$ cat config.mk
export PLATFORM = sky130hd
export DESIGN_NAME = tcp_congestion_window_control_top_flat
export DESIGN_NICKNAME = d
export VERILOG_FILES = /design/src/tcwc_pkg.sv /design/src/tcwc_ifs.sv /design/src/tcwc_div.sv /design/src/tcp_congestion_window_control_top.sv /design/src/flat_wrapper.sv
export SDC_FILE = /design/constraint.sdc
export NUM_CORES = 2
export LEC_CHECK = 0
export ABC_AREA = 1
export BUFFER_PORTS_ARGS = -buffer_cell sky130_fd_sc_hd__buf_2
export CAP_MARGIN = 20
export CORE_MARGIN = 8
export CORE_UTILIZATION = 55
export CTS_CLUSTER_DIAMETER = 60
export DETAILED_ROUTE_END_ITERATION = 10
export PLACE_DENSITY = 0.76
export RECOVER_POWER = 50
export SYNTH_ARGS = -nofsm -noshare
export SYNTH_HDL_FRONTEND = slang
export SYNTH_SLANG_ARGS = --single-unit
$ cat constraint.sdc
create_clock -name clk_i -period 8.55 [get_ports clk_i]
set_input_delay 1.71 -clock clk_i [delete_from_list [all_inputs] [get_ports clk_i]]
set_output_delay 1.71 -clock clk_i [all_outputs]
set_load 0.005 [all_outputs]
$ cat src/tcwc_pkg.sv
// Package for the TCP congestion window engine: codes, types and helpers.
package tcwc_pkg;

  localparam int unsigned DupAckLimitDef = 3;
  localparam int unsigned DivW           = 32;
  localparam int unsigned CfgW           = 32;

  localparam logic [15:0] SegSizeRst  = 16'd1400;
  localparam logic [31:0] InitWinRst  = 32'd1400;

  // configuration register indexes
  localparam logic CFG_SEGMENT_SIZE   = 1'b0;
  localparam logic CFG_INITIAL_WINDOW = 1'b1;

  typedef enum logic [1:0] {
    MODE_OPEN    = 2'd0,
    MODE_BURST   = 2'd1,
    MODE_ACK     = 2'd2,
    MODE_TIMEOUT = 2'd3
  } tcwc_mode_e;

  typedef enum logic [2:0] {
    ST_OPENED    = 3'd0,
    ST_BURST     = 3'd1,
    ST_CLOSED    = 3'd2,
    ST_IGNORED   = 3'd3,
    ST_DUPLICATE = 3'd4,
    ST_NEW_ACK   = 3'd5,
    ST_FAST_RETX = 3'd6,
    ST_TIMEOUT   = 3'd7
  } tcwc_status_e;

  typedef enum logic [1:0] {
    FSM_IDLE,
    FSM_DIV_CHUNK,
    FSM_GROW_MUL,
    FSM_DIV_GROW
  } tcwc_fsm_e;

  // request into the shared divider
  typedef struct packed {
    logic            start;
    logic [DivW-1:0] dividend;
    logic [DivW-1:0] divisor;
  } tcwc_div_req_t;

  // answer from the shared divider
  typedef struct packed {
    logic            done;
    logic [DivW-1:0] quotient;
  } tcwc_div_rsp_t;

  function automatic logic [31:0] sat_add(input logic [31:0] a, input logic [31:0] b);
    logic [32:0] s;
    s = {1'b0, a} + {1'b0, b};
    return s[32] ? 32'hFFFF_FFFF : s[31:0];
  endfunction

endpackage

$ cat src/tcwc_ifs.sv
// Event and result channel interfaces of the congestion window engine.
interface tcwc_ev_if;
  logic        valid;
  logic        ready;
  logic [1:0]  mode;
  logic [31:0] seq_start;
  logic [31:0] remaining_bytes;
  logic [31:0] ack_value;
  logic [15:0] adv_window;
  logic        checksum_ok;

  modport source (output valid, mode, seq_start, remaining_bytes, ack_value, adv_window,
                  checksum_ok, input ready);
  modport sink   (input valid, mode, seq_start, remaining_bytes, ack_value, adv_window,
                  checksum_ok, output ready);
endinterface

interface tcwc_res_if;
  logic        valid;
  logic        ready;
  logic [2:0]  status;
  logic [15:0] burst_bytes;
  logic [15:0] burst_chunks;
  logic [31:0] acked_total;
  logic        burst_done;
  logic        retransmit;
  logic [31:0] resend_seq;
  logic [31:0] cong_window;
  logic [31:0] slow_start_threshold;
  logic [15:0] peer_window_out;

  modport source (output valid, status, burst_bytes, burst_chunks, acked_total, burst_done,
                  retransmit, resend_seq, cong_window, slow_start_threshold,
                  peer_window_out, input ready);
  modport sink   (input valid, status, burst_bytes, burst_chunks, acked_total, burst_done,
                  retransmit, resend_seq, cong_window, slow_start_threshold,
                  peer_window_out, output ready);
endinterface

$ cat src/tcwc_div.sv
// Restoring divider, one quotient bit per cycle.
module tcwc_div
  import tcwc_pkg::*;
(
  input  logic          clk_i,
  input  logic          rst_ni,
  input  tcwc_div_req_t req_i,
  output tcwc_div_rsp_t rsp_o
);

  localparam int unsigned CntW = $clog2(DivW);

  logic            busy_q, busy_d;
  logic            done_q, done_d;
  logic [CntW-1:0] cnt_q, cnt_d;
  logic [DivW-1:0] rem_q, rem_d;
  logic [DivW-1:0] dvd_q, dvd_d;
  logic [DivW-1:0] dvs_q, dvs_d;
  logic [DivW:0]   trial;
  logic            fits;

  assign trial = {rem_q, dvd_q[DivW-1]};
  assign fits  = trial >= {1'b0, dvs_q};

  always_comb begin
    busy_d = busy_q;
    done_d = 1'b0;
    cnt_d  = cnt_q;
    rem_d  = rem_q;
    dvd_d  = dvd_q;
    dvs_d  = dvs_q;
    if (req_i.start) begin
      busy_d = 1'b1;
      cnt_d  = '0;
      rem_d  = '0;
      dvd_d  = req_i.dividend;
      dvs_d  = req_i.divisor;
    end else if (busy_q) begin
      rem_d = fits ? DivW'(trial - {1'b0, dvs_q}) : trial[DivW-1:0];
      dvd_d = {dvd_q[DivW-2:0], fits};
      cnt_d = cnt_q + 1'b1;
      if (cnt_q == CntW'(DivW - 1)) begin
        busy_d = 1'b0;
        done_d = 1'b1;
      end
    end
  end

  always_ff @(posedge clk_i or negedge rst_ni) begin
    if (!rst_ni) begin
      busy_q <= 1'b0;
      done_q <= 1'b0;
      cnt_q  <= '0;
    end else begin
      busy_q <= busy_d;
      done_q <= done_d;
      cnt_q  <= cnt_d;
    end
  end

  always_ff @(posedge clk_i) begin
    rem_q <= rem_d;
    dvd_q <= dvd_d;
    dvs_q <= dvs_d;
  end

  assign rsp_o.done     = done_q;
  assign rsp_o.quotient = dvd_q;

endmodule

$ cat src/tcp_congestion_window_control_top.sv
// Sequencing: open, closed window, ignored/duplicate ACK, timeout, fast retransmit and
//   slow-start ACK give a registered result in the cycle after the transaction; a burst
//   start and an avoidance ACK wait on the shared 32-step divider plus sequencing.
// Flow: one transaction at a time; no new event is taken while the divider is in use.
// Reset: asynchronous, active low; clears the window state and restores the
//   segment size and initial window registers to 1400.
module tcp_congestion_window_control_top
  import tcwc_pkg::*;
#(
  parameter int unsigned DUP_ACK_LIMIT = DupAckLimitDef
) (
  input  logic            clk_i,
  input  logic            rst_ni,
  input  logic            cfg_we_i,
  input  logic            cfg_idx_i,
  input  logic [CfgW-1:0] cfg_data_i,
  tcwc_ev_if.sink         ev_i,
  tcwc_res_if.source      res_o
);

  typedef struct packed {
    tcwc_status_e status;
    logic [15:0]  burst_bytes;
    logic [15:0]  burst_chunks;
    logic [31:0]  acked_total;
    logic         burst_done;
    logic         retransmit;
    logic [31:0]  resend_seq;
    logic [31:0]  cong_window;
    logic [31:0]  ssthresh;
    logic [15:0]  peer_window;
  } res_t;

  // configuration
  logic [15:0] seg_q;
  logic [31:0] iw_q;

  // window state
  logic [31:0] cwnd_q, cwnd_d;
  logic [31:0] ssth_q, ssth_d;
  logic [15:0] peer_q, peer_d;
  logic [1:0]  dup_q, dup_d;
  logic [31:0] bseq_q, bseq_d;
  logic [15:0] blen_q, blen_d;
  logic [31:0] acked_q, acked_d;

  // sequencer and pending work
  tcwc_fsm_e   fsm_q, fsm_d;
  logic [15:0] bbytes_q, bbytes_d;
  logic [31:0] prod_q, prod_d;

  // result register
  logic res_valid_q, res_valid_d;
  res_t res_q, res_d;

  tcwc_div_req_t div_req;
  tcwc_div_rsp_t div_rsp;

  logic         accept;
  logic [15:0]  mss;
  logic [15:0]  win;
  logic [15:0]  bbytes;
  logic [16:0]  chunk_num;
  logic [31:0]  expect_ack;
  logic [1:0]   dup_inc;
  logic [31:0]  half_cwnd;
  logic         res_load;
  tcwc_status_e status_c;
  logic [15:0]  rbytes_c;
  logic [15:0]  rchunks_c;
  logic         retx_c;

  assign mss = (seg_q == 16'd0) ? 16'd1 : seg_q;

  // usable window never exceeds the 16-bit peer window
  assign win    = (cwnd_q < {16'd0, peer_q}) ? cwnd_q[15:0] : peer_q;
  assign bbytes = ({16'd0, win} < ev_i.remaining_bytes) ? win : ev_i.remaining_bytes[15:0];
  assign chunk_num  = {1'b0, bbytes} + {1'b0, mss} - 17'd1;
  assign expect_ack = bseq_q + acked_q;
  assign dup_inc    = dup_q + 2'd1;
  assign half_cwnd  = {1'b0, cwnd_q[31:1]};

  // ready only when idle and the result register is free (or draining now)
  assign ev_i.ready = (fsm_q == FSM_IDLE) && (!res_valid_q || res_o.ready);
  assign accept     = ev_i.valid && ev_i.ready;

  always_comb begin
    cwnd_d    = cwnd_q;
    ssth_d    = ssth_q;
    peer_d    = peer_q;
    dup_d     = dup_q;
    bseq_d    = bseq_q;
    blen_d    = blen_q;
    acked_d   = acked_q;
    fsm_d     = fsm_q;
    bbytes_d  = bbytes_q;
    prod_d    = prod_q;
    res_load  = 1'b0;
    status_c  = ST_IGNORED;
    rbytes_c  = '0;
    rchunks_c = '0;
    retx_c    = 1'b0;
    div_req.start    = 1'b0;
    div_req.dividend = {15'd0, chunk_num};
    div_req.divisor  = {16'd0, mss};

    case (fsm_q)
      FSM_IDLE: begin
        if (accept) begin
          case (tcwc_mode_e'(ev_i.mode))
            MODE_OPEN: begin
              cwnd_d   = iw_q;
              peer_d   = ev_i.adv_window;
              ssth_d   = {16'd0, ev_i.adv_window};
              dup_d    = '0;
              bseq_d   = '0;
              blen_d   = '0;
              acked_d  = '0;
              status_c = ST_OPENED;
              res_load = 1'b1;
            end
            MODE_BURST: begin
              if (win == 16'd0) begin
                status_c = ST_CLOSED;
                res_load = 1'b1;
              end else begin
                // chunk count comes from the divider
                bseq_d        = ev_i.seq_start;
                blen_d        = bbytes;
                acked_d       = '0;
                bbytes_d      = bbytes;
                div_req.start = 1'b1;
                fsm_d         = FSM_DIV_CHUNK;
              end
            end
            MODE_ACK: begin
              if (!ev_i.checksum_ok) begin
                status_c = ST_IGNORED;
                res_load = 1'b1;
              end else if (ev_i.ack_value == expect_ack) begin
                if (dup_inc >= 2'(DUP_ACK_LIMIT)) begin
                  ssth_d   = half_cwnd;
                  cwnd_d   = sat_add(half_cwnd, {16'd0, mss});
                  dup_d    = '0;
                  acked_d  = '0;
                  retx_c   = 1'b1;
                  status_c = ST_FAST_RETX;
                end else begin
                  dup_d    = dup_inc;
                  status_c = ST_DUPLICATE;
                end
                res_load = 1'b1;
              end else if (ev_i.ack_value > bseq_q) begin
                dup_d   = '0;
                acked_d = ev_i.ack_value - bseq_q;
                peer_d  = ev_i.adv_window;
                if ((cwnd_q < ssth_q) || (cwnd_q == 32'd0)) begin
                  // slow start, or an empty window that cannot be divided by
                  cwnd_d   = sat_add(cwnd_q, {16'd0, mss});
                  status_c = ST_NEW_ACK;
                  res_load = 1'b1;
                end else begin
                  // avoidance: cwnd += mss*mss/cwnd
                  prod_d = {16'd0, mss} * {16'd0, mss};
                  fsm_d  = FSM_GROW_MUL;
                end
              end else begin
                status_c = ST_IGNORED;
                res_load = 1'b1;
              end
            end
            MODE_TIMEOUT: begin
              ssth_d   = half_cwnd;
              cwnd_d   = ({16'd0, mss} < half_cwnd) ? {16'd0, mss} : half_cwnd;
              acked_d  = '0;
              retx_c   = 1'b1;
              status_c = ST_TIMEOUT;
              res_load = 1'b1;
            end
            default: ;
          endcase
        end
      end
      FSM_DIV_CHUNK: begin
        if (div_rsp.done) begin
          status_c  = ST_BURST;
          rbytes_c  = bbytes_q;
          rchunks_c = div_rsp.quotient[15:0];
          res_load  = 1'b1;
          fsm_d     = FSM_IDLE;
        end
      end
      FSM_GROW_MUL: begin
        div_req.start    = 1'b1;
        div_req.dividend = prod_q;
        div_req.divisor  = cwnd_q;
        fsm_d            = FSM_DIV_GROW;
      end
      FSM_DIV_GROW: begin
        if (div_rsp.done) begin
          cwnd_d   = sat_add(cwnd_q, div_rsp.quotient);
          status_c = ST_NEW_ACK;
          res_load = 1'b1;
          fsm_d    = FSM_IDLE;
        end
      end
      default: fsm_d = FSM_IDLE;
    endcase
  end

  // result assembled from the post-event state
  always_comb begin
    res_d              = res_q;
    res_valid_d        = res_valid_q && !res_o.ready;
    if (res_load) begin
      res_valid_d        = 1'b1;
      res_d.status       = status_c;
      res_d.burst_bytes  = rbytes_c;
      res_d.burst_chunks = rchunks_c;
      res_d.acked_total  = acked_d;
      res_d.burst_done   = acked_d >= {16'd0, blen_d};
      res_d.retransmit   = retx_c;
      res_d.resend_seq   = bseq_d;
      res_d.cong_window  = cwnd_d;
      res_d.ssthresh     = ssth_d;
      res_d.peer_window  = peer_d;
    end
  end

  tcwc_div u_div (
    .clk_i  (clk_i),
    .rst_ni (rst_ni),
    .req_i  (div_req),
    .rsp_o  (div_rsp)
  );

  always_ff @(posedge clk_i or negedge rst_ni) begin
    if (!rst_ni) begin
      seg_q       <= SegSizeRst;
      iw_q        <= InitWinRst;
      cwnd_q      <= '0;
      ssth_q      <= '0;
      peer_q      <= '0;
      dup_q       <= '0;
      bseq_q      <= '0;
      blen_q      <= '0;
      acked_q     <= '0;
      fsm_q       <= FSM_IDLE;
      res_valid_q <= 1'b0;
    end else begin
      if (cfg_we_i) begin
        case (cfg_idx_i)
          CFG_SEGMENT_SIZE:   seg_q <= cfg_data_i[15:0];
          CFG_INITIAL_WINDOW: iw_q  <= cfg_data_i[31:0];
          default: ;
        endcase
      end
      cwnd_q      <= cwnd_d;
      ssth_q      <= ssth_d;
      peer_q      <= peer_d;
      dup_q       <= dup_d;
      bseq_q      <= bseq_d;
      blen_q      <= blen_d;
      acked_q     <= acked_d;
      fsm_q       <= fsm_d;
      res_valid_q <= res_valid_d;
    end
  end

  // payload registers
  always_ff @(posedge clk_i) begin
    bbytes_q <= bbytes_d;
    prod_q   <= prod_d;
    res_q    <= res_d;
  end

  assign res_o.valid                = res_valid_q;
  assign res_o.status               = res_q.status;
  assign res_o.burst_bytes          = res_q.burst_bytes;
  assign res_o.burst_chunks         = res_q.burst_chunks;
  assign res_o.acked_total          = res_q.acked_total;
  assign res_o.burst_done           = res_q.burst_done;
  assign res_o.retransmit           = res_q.retransmit;
  assign res_o.resend_seq           = res_q.resend_seq;
  assign res_o.cong_window          = res_q.cong_window;
  assign res_o.slow_start_threshold = res_q.ssthresh;
  assign res_o.peer_window_out      = res_q.peer_window;

endmodule
$ cat src/flat_wrapper.sv
// flat-port wrapper written by rule: the top's interface ports become plain ports
module tcp_congestion_window_control_top_flat import tcwc_pkg::*;
#(
  parameter int unsigned DUP_ACK_LIMIT = DupAckLimitDef
)
  (clk_i, rst_ni, cfg_we_i, cfg_idx_i, cfg_data_i, ev_i_valid, ev_i_mode, ev_i_seq_start, ev_i_remaining_bytes, ev_i_ack_value, ev_i_adv_window, ev_i_checksum_ok, ev_i_ready, res_o_valid, res_o_status, res_o_burst_bytes, res_o_burst_chunks, res_o_acked_total, res_o_burst_done, res_o_retransmit, res_o_resend_seq, res_o_cong_window, res_o_slow_start_threshold, res_o_peer_window_out, res_o_ready);
  tcwc_ev_if ev_i_i ();
  tcwc_res_if res_o_i ();
  input  logic clk_i;
  input  logic rst_ni;
  input  logic cfg_we_i;
  input  logic cfg_idx_i;
  input  logic [CfgW-1:0] cfg_data_i;
  input wire logic [$bits(ev_i_i.valid)-1:0] ev_i_valid;
  input wire logic [$bits(ev_i_i.mode)-1:0] ev_i_mode;
  input wire logic [$bits(ev_i_i.seq_start)-1:0] ev_i_seq_start;
  input wire logic [$bits(ev_i_i.remaining_bytes)-1:0] ev_i_remaining_bytes;
  input wire logic [$bits(ev_i_i.ack_value)-1:0] ev_i_ack_value;
  input wire logic [$bits(ev_i_i.adv_window)-1:0] ev_i_adv_window;
  input wire logic [$bits(ev_i_i.checksum_ok)-1:0] ev_i_checksum_ok;
  output wire logic [$bits(ev_i_i.ready)-1:0] ev_i_ready;
  output wire logic [$bits(res_o_i.valid)-1:0] res_o_valid;
  output wire logic [$bits(res_o_i.status)-1:0] res_o_status;
  output wire logic [$bits(res_o_i.burst_bytes)-1:0] res_o_burst_bytes;
  output wire logic [$bits(res_o_i.burst_chunks)-1:0] res_o_burst_chunks;
  output wire logic [$bits(res_o_i.acked_total)-1:0] res_o_acked_total;
  output wire logic [$bits(res_o_i.burst_done)-1:0] res_o_burst_done;
  output wire logic [$bits(res_o_i.retransmit)-1:0] res_o_retransmit;
  output wire logic [$bits(res_o_i.resend_seq)-1:0] res_o_resend_seq;
  output wire logic [$bits(res_o_i.cong_window)-1:0] res_o_cong_window;
  output wire logic [$bits(res_o_i.slow_start_threshold)-1:0] res_o_slow_start_threshold;
  output wire logic [$bits(res_o_i.peer_window_out)-1:0] res_o_peer_window_out;
  input wire logic [$bits(res_o_i.ready)-1:0] res_o_ready;
  assign ev_i_i.valid = ev_i_valid;
  assign ev_i_i.mode = ev_i_mode;
  assign ev_i_i.seq_start = ev_i_seq_start;
  assign ev_i_i.remaining_bytes = ev_i_remaining_bytes;
  assign ev_i_i.ack_value = ev_i_ack_value;
  assign ev_i_i.adv_window = ev_i_adv_window;
  assign ev_i_i.checksum_ok = ev_i_checksum_ok;
  assign ev_i_ready = ev_i_i.ready;
  assign res_o_valid = res_o_i.valid;
  assign res_o_status = res_o_i.status;
  assign res_o_burst_bytes = res_o_i.burst_bytes;
  assign res_o_burst_chunks = res_o_i.burst_chunks;
  assign res_o_acked_total = res_o_i.acked_total;
  assign res_o_burst_done = res_o_i.burst_done;
  assign res_o_retransmit = res_o_i.retransmit;
  assign res_o_resend_seq = res_o_i.resend_seq;
  assign res_o_cong_window = res_o_i.cong_window;
  assign res_o_slow_start_threshold = res_o_i.slow_start_threshold;
  assign res_o_peer_window_out = res_o_i.peer_window_out;
  assign res_o_i.ready = res_o_ready;
  tcp_congestion_window_control_top #(.DUP_ACK_LIMIT(DUP_ACK_LIMIT)) u_core (.clk_i(clk_i), .rst_ni(rst_ni), .cfg_we_i(cfg_we_i), .cfg_idx_i(cfg_idx_i), .cfg_data_i(cfg_data_i), .ev_i(ev_i_i), .res_o(res_o_i));
endmodule
==> flow_summary.json <==
{
  "p_leak_uw": 0.0251,
  "power_density_mw_per_mm2": 438,
  "final_cells": 7427,
  "clk_path_buf_depth": 3,
  "crit_arrival_ps": 8000,
  "cts_tree": "built",
  "dp_cells": 7294,
  "synth_edf_count": 292,
  "fin_util": 0.608,
  "cts_buffers": 66,
  "clk_pin_slew_ps": 60,
  "die_y_um": 305,
  "worstReg2RegEnd": "u_core.res_o.burst_done",
  "violations": "capacitance limit, slew limit",
  "end_kind": "flop",
  "min_path_type": "reg2reg",
  "worstSkewPairLatency_ps": 650,
  "crit_slowest_cell": "o21ai_0",
  "via_per_inst": 5.88,
  "ys_async_sr_fraction": 0.404,
  "cts-htree-levels": 3,
  "hold_depth": 2,
  "std_cell_rows": 106,
  "cts_setup_buffers": 0,
  "drt_wl_total_mm": 175,
  "overflow": 0,
  "die_area_mm2": 0.0930,
  "rrSetupSlack_ps": 920,
  "hold_viol_final": 0,
  "relSlewSlack": -1.92,
  "synth_nets": 6723,
  "crit_type": "reg2reg",
  "start_util": 0.552,
  "syn_area_per_cell_um2": 7.64,
  "io_pins": 336,
  "n_fill_cell": 7730,
  "whs_endpoint": "u_core.blen_q[2]",
  "reg2regPathDepth": 37,
  "ys_types": 68,
  "tns_ps": 0,
  "wl_per_cell_um": 23.5,
  "dpl.hpwl_mm": 137,
  "track_usage": 0.362,
  "fmax_mhz": 131,
  "tightest_slew_ps": 4370,
  "grt_pass1_vias": 41700,
  "area_growth_pct": 10.1,
  "period_minus_slack_ps": 7630,
  "drc": 0,
  "grt_pass1_wl_mm": 258,
  "ys_warn_count": 0,
  "synth_area_mm2": 0.0459,
  "rsz0062_at_grt": "no",
  "gp_congestion": 1.05,
  "vias": 43700,
  "ctsResizeCount": 0,
  "crit_required_ps": 8920,
  "drt_pass1_iterations": 9,
  "finClkSkew_ps": 30.9,
  "clkSinkCount": 544,
  "postRouteAntennaNets": 0,
  "peakVddDrop_mv": 0.347,
  "crit_top_cell": "nand2_1",
  "core-area_mm2": 0.0832,
  "ys_seq_elements": 544,
  "drive_gt1_frac": 0.0746,
  "start_kind": "flop",
  "root_buffer": "clkbuf_16",
  "hold_buffers": 0,
  "cpPeakStageDelay_ps": 940,
  "final_common_cell": "nand2_1",
  "antenna_found_initial": 9,
  "io_buffers": 335,
  "fin_nets": 6993,
  "grt_start_max_net_pins": 145,
  "cp_max_fo": 19,
  "holdCritStartpoint": "u_core.blen_q[2]",
  "drt_iter0_drc": 4822,
  "finalSetupViolCount": 0,
  "synth_cells": 6013,
  "most-common-layout-cells": "nand2_1, inv_1, a21oi_1",
  "status": "complete, but fails checks",
  "die_x_um": 305,
  "timing.final.crit_share": 0.893,
  "yosysSeqAreaShare": 0.325,
  "timing.rr.start": "u_core.cwnd_q[14]",
  "slew_violations": 451,
  "cap_violations": 7,
  "synth_ff_type": "edfxtp_1"
}
[per-layer routing]
layer / track usage / wire length, µm / vias to the layer above
met1: 0.464 / 68000 / 20500
met2: 0.566 / 76700 / 2412
met5: 0 / 13 / -
li1: - / - / 20200
met3: 0.0770 / 17800 / 555
met4: 0.210 / 12300 / 2
[layout make-up]
cell class              count  area, µm²  area share
repair buffers            424       2120      0.0420
multi-input cells        4253      26200       0.518
clock buffers              89       1800      0.0356
diodes                     10       25.0    0.000495
flip-flops and latches    544      14900       0.295
well taps                1080       1350      0.0267
clock inverters            33        370     0.00733
inverters                 994       3760      0.0743
[where the power goes]
part | total (µW) | switching, µW | internal [µW]
Clock | 2840 | 1230 | 1610
Sequential | 4750 | 729 | 4030
Combinational | 14600 | 9690 | 4860
Total | 22200 | 11700 | 10500
[worst max-delay path: cells and delay by family, from the launching register on]
kind            cells  cell delay [ps]
flops               1              340
simple gates       28             4550
compound gates      6             1590
fa+ha+maj           2              590
buf+inv             1              280
[synthesized netlist by cell type, drive strengths merged (13+ instances only)]
cell type | count | share of area
buf | 75 | 0.0098
xnor2 | 64 | 0.012
dfxtp | 32 | 0.014
fa | 171 | 0.075
mux2 | 16 | 0.0039
o22ai | 14 | 0.0025
a221oi | 15 | 0.0029
ha | 386 | 0.11
a22oi | 16 | 0.0026
edfxtp | 292 | 0.19
nand3 | 296 | 0.033
nand2 | 1514 | 0.13
clkinv | 14 | 0.0015
inv | 980 | 0.080
o21ai | 442 | 0.048
a21oi | 437 | 0.048
dfrtp | 208 | 0.11
nor3 | 44 | 0.0052
nand4 | 80 | 0.012
nor4 | 17 | 0.0023
o211ai | 47 | 0.0077
a22o | 16 | 0.0031
a21o | 15 | 0.0025
o21bai | 13 | 0.0021
xor2 | 119 | 0.023
nor2 | 417 | 0.036
clkbuf | 147 | 0.012
o221ai | 14 | 0.0027
o21a | 16 | 0.0026
[how the worst max path moves through the flow]
stage / from / end / slack [ps] / depth (start not counted)
global placement: ev_i_ack_value[0] / u_core.res_o.burst_done / 1770 / 43
detailed placement: ev_i_ack_value[0] / u_core.res_o.burst_done / 1680 / 43
global route: u_core.cwnd_q[1] / u_core.res_o.burst_done / 670 / 41
floorplan: ev_i_ack_value[0] / u_core.res_o.acked_total[0] / 850 / 21
CTS: u_core.seg_q[2] / u_core.prod_q[29] / 1750 / 25
finish: u_core.cwnd_q[14] / u_core.res_o.burst_done / 920 / 37
[stage by stage]
stage          hold slack, ps  setup WS [ps]  total power (µW)  area, µm²
6_report                  482            917             22200      50500
5_1_grt                   502            666             23800      50500
4_1_cts                   478           1750             21900      50800
3_5_place_dp              466           1680             18900      48700
3_3_place_gp              463           1770             18700      48700
2_1_floorplan             445            850             14400      45900
[kinds of logic (layout without fill, tap and decap cells)]
logic type / count (synthesis) / count (layout) / share of synthesized area
AND/OR/NAND/NOR: 2395 / 2395 / 0.218
buffers and inverters: 1216 / 1540 / 0.104
AO/OA/AOI/OAI: 1102 / 1102 / 0.134
adder cells (fa/ha/maj): 557 / 557 / 0.180
flip-flops: 544 / 544 / 0.325
XOR/XNOR: 183 / 183 / 0.0351
multiplexers: 16 / 16 / 0.00392
other: 0 / 10 / 0
[flip-flops by register name (all words and copies together) (netlist names), 16 cells and up]
| register | count |
|---|---|
| u_core.res_o.cong_window | 32 |
| u_core.bbytes_q | 16 |
| u_core.ssth_q | 32 |
| u_core.acked_q | 32 |
| u_core.prod_q | 31 |
| u_core.bseq_q | 32 |
| u_core.seg_q | 16 |
| u_core.res_o.burst_chunks | 16 |
| u_core.u_div.dvs_q | 32 |
| u_core.iw_q | 32 |
| u_core.u_div.dvd_q | 32 |
| u_core.res_o.burst_bytes | 16 |
| u_core.peer_q | 16 |
| u_core.res_o.peer_window_out | 16 |
| u_core.res_o.resend_seq | 32 |
| u_core.res_o.slow_start_threshold | 32 |
| u_core.res_o.acked_total | 32 |
| u_core.u_div.rem_q | 32 |
| u_core.blen_q | 16 |
| u_core.cwnd_q | 32 |
No activity file was read; power rests on OpenSTA's default activity.
